File: config.mk
export PLATFORM = sky130hd
export DESIGN_NAME = weighted_roulette_select
export DESIGN_NICKNAME = d
export VERILOG_FILES = /design/src/rtl/core/wrs_pkg.sv /design/src/rtl/core/wrs_ram.sv /design/src/rtl/core/wrs_scan.sv /design/src/rtl/core/weighted_roulette_select.sv
export SDC_FILE = /design/constraint.sdc
export NUM_CORES = 1
export LEC_CHECK = 0
export BUFFER_PORTS_ARGS = -buffer_cell sky130_fd_sc_hd__clkbuf_2
export CORE_ASPECT_RATIO = 1.25
export CORE_MARGIN = 2
export CORE_UTILIZATION = 45
export DETAILED_ROUTE_END_ITERATION = 10
export SLEW_MARGIN = 20
export SYNTH_ARGS = -nofsm -noshare
export SYNTH_HDL_FRONTEND = slang
export SYNTH_SLANG_ARGS = --single-unit
export TNS_END_PERCENT = 100
File: constraint.sdc
create_clock -name clock -period 4.5 [get_ports clock]
set_input_delay 0.9 -clock clock [delete_from_list [all_inputs] [get_ports clock]]
set_output_delay 0.9 -clock clock [all_outputs]
set_load 0.02 [all_outputs]
File: src/rtl/core/wrs_pkg.sv
// Shared types, codes and default sizes for the weighted roulette selector.
package wrs_pkg;

   localparam int MAX_ENTRIES_DEF = 64;
   localparam int WEIGHT_BITS_DEF = 16;

   localparam int TOTAL_W   = 22;
   localparam int PICKS_W   = 7;
   localparam int IDX_OUT_W = 6;
   localparam int WEIGHT_W  = 16;
   localparam int OPCODE_W  = 2;
   localparam int STATUS_W  = 2;

   // Scan accumulator saturates here, above any draw value.
   localparam int CUM_W = TOTAL_W + 1;

   localparam logic [TOTAL_W-1:0] TOTAL_MAX = {TOTAL_W{1'b1}};

   typedef enum logic [OPCODE_W-1:0] {
      OP_CLEAR  = 2'd0,
      OP_APPEND = 2'd1,
      OP_SELECT = 2'd2,
      OP_NOP    = 2'd3
   } op_type;

   typedef enum logic [STATUS_W-1:0] {
      STAT_OK    = 2'd0,
      STAT_FULL  = 2'd1,
      STAT_LIMIT = 2'd2,
      STAT_EMPTY = 2'd3
   } status_type;

   typedef enum logic [1:0] {
      FSM_IDLE,
      FSM_SCAN,
      FSM_FINISH
   } fsm_state_type;

   typedef struct packed {
      logic [OPCODE_W-1:0] opcode;
      logic [WEIGHT_W-1:0] weight;
      logic [TOTAL_W-1:0]  draw;
   } req_type;

   typedef struct packed {
      logic [IDX_OUT_W-1:0] index;
      logic [WEIGHT_W-1:0]  picked_weight;
      logic [TOTAL_W-1:0]   remaining_total;
      logic [STATUS_W-1:0]  status;
   } rsp_type;

   typedef struct packed {
      logic init;
      logic valid;
      logic first_mode;
   } scan_ctl_type;

   typedef struct packed {
      logic hit;
      logic found;
   } scan_sts_type;

endpackage

File: src/rtl/core/wrs_ram.sv
// Generic single-port-write, single-port-read RAM with registered read data.
module wrs_ram #(
   parameter int WIDTH = 8,
   parameter int DEPTH = 64
) (
   input  logic                     clock,
   input  logic                     wr_en,
   input  logic [$clog2(DEPTH)-1:0] wr_addr,
   input  logic [WIDTH-1:0]         wr_data,
   input  logic [$clog2(DEPTH)-1:0] rd_addr,
   output logic [WIDTH-1:0]         rd_data
);

   logic [WIDTH-1:0] mem_ff [DEPTH];
   logic [WIDTH-1:0] rd_data_ff;

   always_ff @(posedge clock) begin
      if (wr_en) begin
         mem_ff[wr_addr] <= wr_data;
      end
      rd_data_ff <= mem_ff[rd_addr];
   end

   assign rd_data = rd_data_ff;

endmodule

File: src/rtl/core/wrs_scan.sv
// Shared accumulate-and-compare unit that walks the table one entry per cycle.
module wrs_scan
   import wrs_pkg::*;
#(
   parameter int IDX_W       = 6,
   parameter int WEIGHT_BITS = WEIGHT_BITS_DEF
) (
   input  logic                   clock,
   input  logic                   reset,
   input  scan_ctl_type           ctl,
   input  logic [TOTAL_W-1:0]     draw,
   input  logic [IDX_W-1:0]       rd_idx,
   input  logic                   rd_used,
   input  logic [WEIGHT_BITS-1:0] rd_weight,
   output scan_sts_type           sts,
   output logic [IDX_W-1:0]       pick_idx,
   output logic [WEIGHT_BITS-1:0] pick_w
);

   localparam int SUM_W = ((WEIGHT_BITS > CUM_W) ? WEIGHT_BITS : CUM_W) + 1;
   localparam logic [SUM_W-1:0] CUM_SAT = SUM_W'({CUM_W{1'b1}});

   logic [CUM_W-1:0]       cum_ff, cum_in;
   logic                   found_ff, found_in;
   logic [IDX_W-1:0]       pick_idx_ff, pick_idx_in;
   logic [WEIGHT_BITS-1:0] pick_w_ff, pick_w_in;
   logic [SUM_W-1:0]       sum;
   logic                   take;

   always_comb begin
      sum = SUM_W'(cum_ff) + SUM_W'(rd_weight);
      // clamp: anything past the saturation point already exceeds every draw
      if (sum > CUM_SAT) begin
         sum = CUM_SAT;
      end
   end

   assign take = ctl.valid && !rd_used;

   always_comb begin
      cum_in      = cum_ff;
      found_in    = found_ff;
      pick_idx_in = pick_idx_ff;
      pick_w_in   = pick_w_ff;
      if (ctl.init) begin
         cum_in   = '0;
         found_in = 1'b0;
      end else if (take) begin
         cum_in      = sum[CUM_W-1:0];
         found_in    = 1'b1;
         pick_idx_in = rd_idx;
         pick_w_in   = rd_weight;
      end
   end

   always_ff @(posedge clock) begin
      if (reset) begin
         found_ff <= 1'b0;
      end else begin
         found_ff <= found_in;
      end
      cum_ff      <= cum_in;
      pick_idx_ff <= pick_idx_in;
      pick_w_ff   <= pick_w_in;
   end

   assign sts.hit   = take && (ctl.first_mode || (sum >= SUM_W'(draw)));
   assign sts.found = found_ff;
   assign pick_idx  = pick_idx_ff;
   assign pick_w    = pick_w_ff;

endmodule

File: src/rtl/core/weighted_roulette_select.sv
// Weighted roulette selection without replacement over a table of weights.
//
// Input channel: an item (req_data) is taken at a rising edge with start high
// and busy low. Opcodes: clear, append one weight, select one entry.
// Result channel: every item gives one result on rsp_data, shown for exactly one
// cycle with rsp_valid high; the receiver cannot stall it.
// Configuration: csr_wr_en / csr_wr_data write max_picks; write only while idle.
// Latency: clear, append, an unused opcode, and selects that are refused (pick
// limit reached or empty table) return their result the cycle after acceptance
// and keep busy low, so they may follow each other every cycle.
// A select that scans holds busy high until it settles on an entry or has walked
// all N loaded entries; its result shows in the first cycle with busy low again,
// and the next transfer can come no earlier.
// The walk is set by the single read port of the weight RAM: one entry is read,
// accumulated and compared per cycle.
// Reset (synchronous, active high) empties the table, zeroes the total, the
// pick count and max_picks, and returns the sequencer to idle. The RAM itself
// is not cleared; only entries below the loaded count are ever read.
module weighted_roulette_select
   import wrs_pkg::*;
#(
   parameter int MAX_ENTRIES = MAX_ENTRIES_DEF,
   parameter int WEIGHT_BITS = WEIGHT_BITS_DEF
) (
   input  logic               clock,
   input  logic               reset,
   input  logic               start,
   output logic               busy,
   input  req_type            req_data,
   output logic               rsp_valid,
   output rsp_type            rsp_data,
   input  logic               csr_wr_en,
   input  logic [PICKS_W-1:0] csr_wr_data
);

   localparam int IDX_W  = $clog2(MAX_ENTRIES);
   localparam int CNT_W  = $clog2(MAX_ENTRIES + 1);
   localparam int CMP_W  = (CNT_W > PICKS_W) ? CNT_W : PICKS_W;
   localparam int WORD_W = WEIGHT_BITS + 1;
   localparam int ADD_W  = ((WEIGHT_BITS > TOTAL_W) ? WEIGHT_BITS : TOTAL_W) + 1;
   localparam logic [CNT_W-1:0] CNT_FULL = CNT_W'(MAX_ENTRIES);

   fsm_state_type      state_ff, state_in;
   logic [PICKS_W-1:0] max_picks_ff, max_picks_in;
   logic [CNT_W-1:0]   count_ff, count_in;
   logic [TOTAL_W-1:0] total_ff, total_in;
   logic [PICKS_W-1:0] picks_ff, picks_in;
   logic [CNT_W-1:0]   iss_ff, iss_in;
   logic               rd_pend_ff, rd_pend_in;
   logic [IDX_W-1:0]   rd_idx_ff, rd_idx_in;
   logic [TOTAL_W-1:0] draw_ff, draw_in;
   logic               first_ff, first_in;
   logic               rsp_valid_ff, rsp_valid_in;
   rsp_type            rsp_data_ff, rsp_data_in;

   logic                   accept;
   logic                   scan_done;
   logic [WEIGHT_BITS-1:0] app_w;
   logic [ADD_W-1:0]       app_sum;
   logic [TOTAL_W-1:0]     app_total;
   logic [TOTAL_W-1:0]     sub_total;

   logic                   ram_we;
   logic [IDX_W-1:0]       ram_waddr;
   logic [WORD_W-1:0]      ram_wdata;
   logic [WORD_W-1:0]      ram_rdata;

   scan_ctl_type           scan_ctl;
   scan_sts_type           scan_sts;
   logic [IDX_W-1:0]       pick_idx;
   logic [WEIGHT_BITS-1:0] pick_w;

   assign busy   = (state_ff != FSM_IDLE);
   assign accept = start && !busy;

   assign app_w   = WEIGHT_BITS'(req_data.weight);
   assign app_sum = ADD_W'(total_ff) + ADD_W'(app_w);
   assign app_total = (app_sum > ADD_W'(TOTAL_MAX)) ? TOTAL_MAX : app_sum[TOTAL_W-1:0];
   assign sub_total = (ADD_W'(total_ff) >= ADD_W'(pick_w))
                    ? TOTAL_W'(ADD_W'(total_ff) - ADD_W'(pick_w)) : '0;

   assign scan_done = scan_sts.hit || (!rd_pend_ff && (iss_ff == count_ff));

   wrs_ram #(
      .WIDTH (WORD_W),
      .DEPTH (MAX_ENTRIES)
   ) u_ram (
      .clock   (clock),
      .wr_en   (ram_we),
      .wr_addr (ram_waddr),
      .wr_data (ram_wdata),
      .rd_addr (iss_ff[IDX_W-1:0]),
      .rd_data (ram_rdata)
   );

   wrs_scan #(
      .IDX_W       (IDX_W),
      .WEIGHT_BITS (WEIGHT_BITS)
   ) u_scan (
      .clock     (clock),
      .reset     (reset),
      .ctl       (scan_ctl),
      .draw      (draw_ff),
      .rd_idx    (rd_idx_ff),
      .rd_used   (ram_rdata[WORD_W-1]),
      .rd_weight (ram_rdata[WEIGHT_BITS-1:0]),
      .sts       (scan_sts),
      .pick_idx  (pick_idx),
      .pick_w    (pick_w)
   );

   // next state
   always_comb begin
      state_in = state_ff;
      unique case (state_ff)
         FSM_IDLE: begin
            if (accept && (op_type'(req_data.opcode) == OP_SELECT)
                && (picks_ff < max_picks_ff) && (count_ff != '0)) begin
               state_in = FSM_SCAN;
            end
         end
         FSM_SCAN: begin
            if (scan_done) begin
               state_in = FSM_FINISH;
            end
         end
         FSM_FINISH: begin
            state_in = FSM_IDLE;
         end
         default: begin
            state_in = FSM_IDLE;
         end
      endcase
   end

   // datapath and outputs
   always_comb begin
      max_picks_in = csr_wr_en ? csr_wr_data : max_picks_ff;
      count_in     = count_ff;
      total_in     = total_ff;
      picks_in     = picks_ff;
      iss_in       = iss_ff;
      rd_pend_in   = 1'b0;
      rd_idx_in    = rd_idx_ff;
      draw_in      = draw_ff;
      first_in     = first_ff;
      rsp_valid_in = 1'b0;
      rsp_data_in  = rsp_data_ff;
      ram_we       = 1'b0;
      ram_waddr    = count_ff[IDX_W-1:0];
      ram_wdata    = {1'b0, app_w};
      scan_ctl     = '0;
      scan_ctl.first_mode = first_ff;

      unique case (state_ff)
         FSM_IDLE: begin
            if (accept) begin
               rsp_valid_in = 1'b1;
               rsp_data_in  = '0;
               rsp_data_in.remaining_total = total_ff;
               unique case (op_type'(req_data.opcode))
                  OP_CLEAR: begin
                     // used marks need no sweep: append rewrites them
                     count_in = '0;
                     total_in = '0;
                     picks_in = '0;
                     rsp_data_in.remaining_total = '0;
                  end
                  OP_APPEND: begin
                     if (count_ff == CNT_FULL) begin
                        rsp_data_in.status = STAT_FULL;
                     end else begin
                        ram_we   = 1'b1;
                        count_in = count_ff + 1'b1;
                        total_in = app_total;
                        rsp_data_in.index = IDX_OUT_W'(count_ff);
                        rsp_data_in.remaining_total = app_total;
                     end
                  end
                  OP_SELECT: begin
                     if (picks_ff >= max_picks_ff) begin
                        rsp_data_in.status = STAT_LIMIT;
                     end else if (count_ff == '0) begin
                        rsp_data_in.status = STAT_EMPTY;
                     end else begin
                        rsp_valid_in  = 1'b0;
                        scan_ctl.init = 1'b1;
                        iss_in        = '0;
                        draw_in       = req_data.draw;
                        first_in      = CMP_W'(count_ff) <= CMP_W'(max_picks_ff);
                     end
                  end
                  OP_NOP: begin
                     // ignored: report the current total only
                  end
                  default: begin
                     rsp_data_in.status = STAT_OK;
                  end
               endcase
            end
         end
         FSM_SCAN: begin
            scan_ctl.valid = rd_pend_ff;
            // issue the next read one entry ahead of the compare
            if (iss_ff != count_ff) begin
               iss_in     = iss_ff + 1'b1;
               rd_pend_in = 1'b1;
               rd_idx_in  = iss_ff[IDX_W-1:0];
            end
         end
         FSM_FINISH: begin
            rsp_valid_in = 1'b1;
            rsp_data_in  = '0;
            if (scan_sts.found) begin
               ram_we    = 1'b1;
               ram_waddr = pick_idx;
               ram_wdata = {1'b1, pick_w};
               total_in  = sub_total;
               picks_in  = picks_ff + 1'b1;
               rsp_data_in.index           = IDX_OUT_W'(pick_idx);
               rsp_data_in.picked_weight   = WEIGHT_W'(pick_w);
               rsp_data_in.remaining_total = sub_total;
               rsp_data_in.status          = STAT_OK;
            end else begin
               rsp_data_in.remaining_total = total_ff;
               rsp_data_in.status          = STAT_EMPTY;
            end
         end
         default: begin
            rsp_valid_in = 1'b0;
         end
      endcase
   end

   always_ff @(posedge clock) begin
      if (reset) begin
         state_ff     <= FSM_IDLE;
         max_picks_ff <= '0;
         count_ff     <= '0;
         total_ff     <= '0;
         picks_ff     <= '0;
         iss_ff       <= '0;
         rd_pend_ff   <= 1'b0;
         rsp_valid_ff <= 1'b0;
      end else begin
         state_ff     <= state_in;
         max_picks_ff <= max_picks_in;
         count_ff     <= count_in;
         total_ff     <= total_in;
         picks_ff     <= picks_in;
         iss_ff       <= iss_in;
         rd_pend_ff   <= rd_pend_in;
         rsp_valid_ff <= rsp_valid_in;
      end
      rd_idx_ff   <= rd_idx_in;
      draw_ff     <= draw_in;
      first_ff    <= first_in;
      rsp_data_ff <= rsp_data_in;
   end

   assign rsp_valid = rsp_valid_ff;
   assign rsp_data  = rsp_data_ff;

endmodule

==> flow_summary_export.csv <==
group,metric,value,unit
floorplan,num_io_pins,99,
layout,flow.area_growth_from_synthesis,13.2,%
route,ant_nets,0,
power,power.combinational.fraction,5.5,%
synthesis,count_of_cell_types_in_the_netlist,79,
run_status,run_status,"finished clean",
synthesis,synth-seq-area-share,70.9,%
min_path,hp-class,"in2reg",
global_route,grt_remaining_overflow,0,
clocking,cts_root_buffer,"sky130_fd_sc_hd__clkbuf_16",
route,drt-vias-per-instance,5.88,
worst_setup_path,cp.required,5.12,ns
clocking,cts_resized,0,
clocking,cts.clk_slew.worst_paths,0.07,ns
synthesis,post_synth_inst_count,2862,
layout,final_layout_size_suffix_gt1_share,25.3,%
global_route,grt_start_max_net_pins,98,
floorplan,dieArea,120000,µm²
clocking,clk_latency,0.76,ns
clocking,postCtsSetupBuffers,0,
route,drt_pass1_iterations,6,
layout,final_core_util,51.3,%
layout,layout.cells.non_filler,4735,
placement,numPortBuffers,98,
sta,grt_setup_unrepaired,"false",
placement,gpl.final_weighted_congestion,0.881,
synthesis,yosys_warnings,0,
power,switching_share,22.0,%
worst_setup_path,crit_arrival,4.78,ns
synthesis,synth_area,52900,µm²
worst_setup_path,reg2reg_setup_slack,0.34,ns
synthesis,post-synth-top-count-cell,"sky130_fd_sc_hd__edfxtp_1",
floorplan,std_cell_rows,140,
synthesis,post_synth_edffs,1185,
clocking,ctsHoldBuffers,0,
route,routed-wl-met2,70200,µm
clocking,clock-sinks,1280,
min_path,hold_path.startpoint,"req_data[20]",
floorplan,core-area,117000,µm²
power,power_frac_seq,53.5,%
route,detailroute.via_count,27900,
layout,final_net_count,3214,
sta,final_hold_slack,0.355,ns
placement,dp_cells,4509,
worst_setup_path,crit_type,"reg2reg",
sta,clock.fmax,0.240,GHz
power,power.density_cell_area,411,nW/µm²
power,share_clk_of_total_power,41.0,%
synthesis,netlist.area_leader.share,67.3,%
worst_setup_path,crit_path_max_fanout,7,
global_route,first_global_vias,29000,
synthesis,ys_seq_elements,1280,
sta,min_period,4.16,ns
power,power.internal,19.2,mW
synthesis,synth.top_cells.by_count,"1185 x sky130_fd_sc_hd__edfxtp_1, 357 x sky130_fd_sc_hd__mux4_2, 184 x sky130_fd_sc_hd__nor2_1",
route,detail_route.wirelength,135000,µm
floorplan,die_h,387,µm
power,static-leakage-power,19.5,nW
route,routed_len_inst,28.5,µm
sta,tightestPinTransition,0.989,ns
worst_setup_path,worstSetupEndpointType,"flip-flop",
power,power.net_switching,5.43,mW
synthesis,async_flop_share,0,%
route,detailedRoute.firstIterationViolations,2602,
sta,fin_setup_tns,0,ns
synthesis,cell_type_contributing_the_most_total_cell_area_after_synthesis,"sky130_fd_sc_hd__edfxtp_1",
sta,slew_violations,0,
route,wirelength_met1,52500,µm
synthesis,synthesis.area_per_instance,18.5,µm²
layout,antenna_cells_inserted,0,
clocking,htreeDepth,3,
worst_setup_path,setup.worst_path.start_class,"flip-flop",
sta,period_share,92.4,%
power,ir_worst_vdd,359,µV
clocking,cts-buffers-inserted,120,
worst_setup_path,worstReg2RegStart,"u_scan.cum_ff[0]$_SDFFE_PP0P_",
placement,placement.cell_area,55900,µm²
sta,timing.clock.skew,0.0409,ns
sta,slew-limit-headroom,33.8,%
route,post-route-drc-count,0,
route,met3_wirelength,7840,µm
worst_setup_path,timing.critical_path.from,"u_scan.cum_ff[0]$_SDFFE_PP0P_",
global_route,grt_first_pass_wirelength,197000,µm
clocking,tritoncts,"built",
synthesis,synth_top_cells_by_area,"sky130_fd_sc_hd__edfxtp_1 67%, sky130_fd_sc_hd__mux4_2 15%, sky130_fd_sc_hd__dfxtp_1 3.6%",
synthesis,syn-num-nets,3007,
global_route,antenna_found_initial,9,
layout,stdcell_area,59900,µm²
synthesis,ys_flop_type,"sky130_fd_sc_hd__edfxtp_1",
route,maxUsedRoutingLayer,"met5",
global_route,grt.total_usage,22.4,%
sta,setup_viol,0,
job,max_cap_viol_count,0,
floorplan,initial_core_utilization,45.4,%
placement,detailedPlacementHpwl,84200,µm
floorplan,die_x,311,µm
clocking,clock_path_buffers,3,
sta,finalHoldViolations,0,
-- power by group through the flow --
stage	registers, mW	clock network [mW]	logic (mW)
after floorplan	13.4	0	0.882
after global placement	13.4	0	1.32
after detailed placement	13.4	0	1.34
after CTS	13.2	10.3	1.35
after global routing	13.2	10.7	1.49
final	13.2	10.1	1.36
-- worst max-delay path: stages (launching register included) --
cell                       delay [ns]
sky130_fd_sc_hd__dfxtp_1         0.34
sky130_fd_sc_hd__ha_1            0.21
sky130_fd_sc_hd__inv_1           0.07
sky130_fd_sc_hd__fa_1            0.40
sky130_fd_sc_hd__nand2b_1        0.18
sky130_fd_sc_hd__a21oi_1         0.22
sky130_fd_sc_hd__nor2_1          0.13
sky130_fd_sc_hd__o21ai_1         0.36
sky130_fd_sc_hd__o41ai_4         0.17
sky130_fd_sc_hd__nor2_1          0.23
sky130_fd_sc_hd__xnor2_1         0.15
sky130_fd_sc_hd__nand2_1         0.07
sky130_fd_sc_hd__ha_1            0.29
sky130_fd_sc_hd__a21oi_1         0.13
sky130_fd_sc_hd__nor2b_1         0.05
sky130_fd_sc_hd__o21ai_0         0.14
sky130_fd_sc_hd__nand2b_1        0.08
sky130_fd_sc_hd__a211oi_1        0.29
sky130_fd_sc_hd__a31oi_1         0.13
sky130_fd_sc_hd__buf_4           0.19
sky130_fd_sc_hd__o211a_1         0.22
-- per-stage QoR --
stage / setup slack [ns] / total power, mW
6_report: 0.341 / 24.6
5_1_grt: 0.00548 / 25.4
4_1_cts: 0.148 / 24.8
3_5_place_dp: 0.188 / 14.8
3_3_place_gp: 0.302 / 14.8
2_1_floorplan: 0.800 / 14.3
-- worst paths after layout --
kind,endpoint,cells past startpoint
worst max-delay path,state_ff[1]$_SDFFE_PP0P_,20
worst min-delay path,draw_ff[20]$_DFFE_PP_,1
worst max register to register,state_ff[1]$_SDFFE_PP0P_,20
worst min register to register,u_scan.pick_idx[0]$_DFFE_PP_,0
-- registers in the layout, summed over array words and instances (netlist names), 7 cells and up --
register       count
rsp_data          46
total_ff          22
picks_ff           7
u_scan.pick_w     16
u_scan.cum_ff     23
max_picks_ff       7
iss_ff             7
u_ram.rd_data     17
draw_ff           22
count_ff           7
u_ram.mem_ff    1088
-- cell usage in the layout (no fill, tap or decap), types with 21 or more instances in the layout --
| cell | netlist | routed |
|---|---|---|
| sky130_fd_sc_hd__inv_1 | 72 | 71 |
| sky130_fd_sc_hd__nor3_1 | 31 | 31 |
| sky130_fd_sc_hd__xor2_1 | 28 | 28 |
| sky130_fd_sc_hd__nor2_1 | 184 | 182 |
| sky130_fd_sc_hd__clkbuf_2 | 0 | 98 |
| sky130_fd_sc_hd__nand3_1 | 34 | 34 |
| sky130_fd_sc_hd__xnor2_1 | 27 | 27 |
| sky130_fd_sc_hd__edfxtp_1 | 1185 | 1185 |
| sky130_fd_sc_hd__clkinv_2 | 0 | 23 |
| sky130_fd_sc_hd__a21oi_1 | 83 | 83 |
| sky130_fd_sc_hd__clkinv_1 | 1 | 25 |
| sky130_fd_sc_hd__mux4_2 | 357 | 357 |
| sky130_fd_sc_hd__o21ai_0 | 75 | 74 |
| sky130_fd_sc_hd__nand2_1 | 127 | 127 |
| sky130_fd_sc_hd__a211oi_1 | 28 | 28 |
| sky130_fd_sc_hd__clkbuf_16 | 0 | 121 |
| sky130_fd_sc_hd__clkbuf_1 | 81 | 27 |
| sky130_fd_sc_hd__buf_4 | 6 | 115 |
| sky130_fd_sc_hd__a21o_1 | 37 | 21 |
| sky130_fd_sc_hd__dfxtp_1 | 95 | 91 |
| sky130_fd_sc_hd__ha_1 | 91 | 91 |
-- per-layer routing --
layer | vias to the layer above | track usage, %
met5 | - | 0
met4 | 6 | 7.91
met3 | 189 | 3.29
met2 | 937 | 39.7
met1 | 14700 | 28.1
li1 | 12100 | -
-- cell families after synthesis --
logic type,synth area share [%]
adder cells (fa/ha/maj),2.27
XOR/XNOR,0.911
AND/OR/NAND/NOR,4.06
multiplexers,15.4
AO/OA/AOI/OAI,4.83
buffers and inverters,1.65
flip-flops,70.9
-- cell type report --
type	instances	area (µm²)
fill	9400	56800
clock inverter	76	776
sequential	1280	37500
timing repair buffer	223	1550
multi-input combinational	1371	14600
inverter	73	274
clock buffer	150	3160
tap	1562	1950
Power figures use the tool's default switching activity.
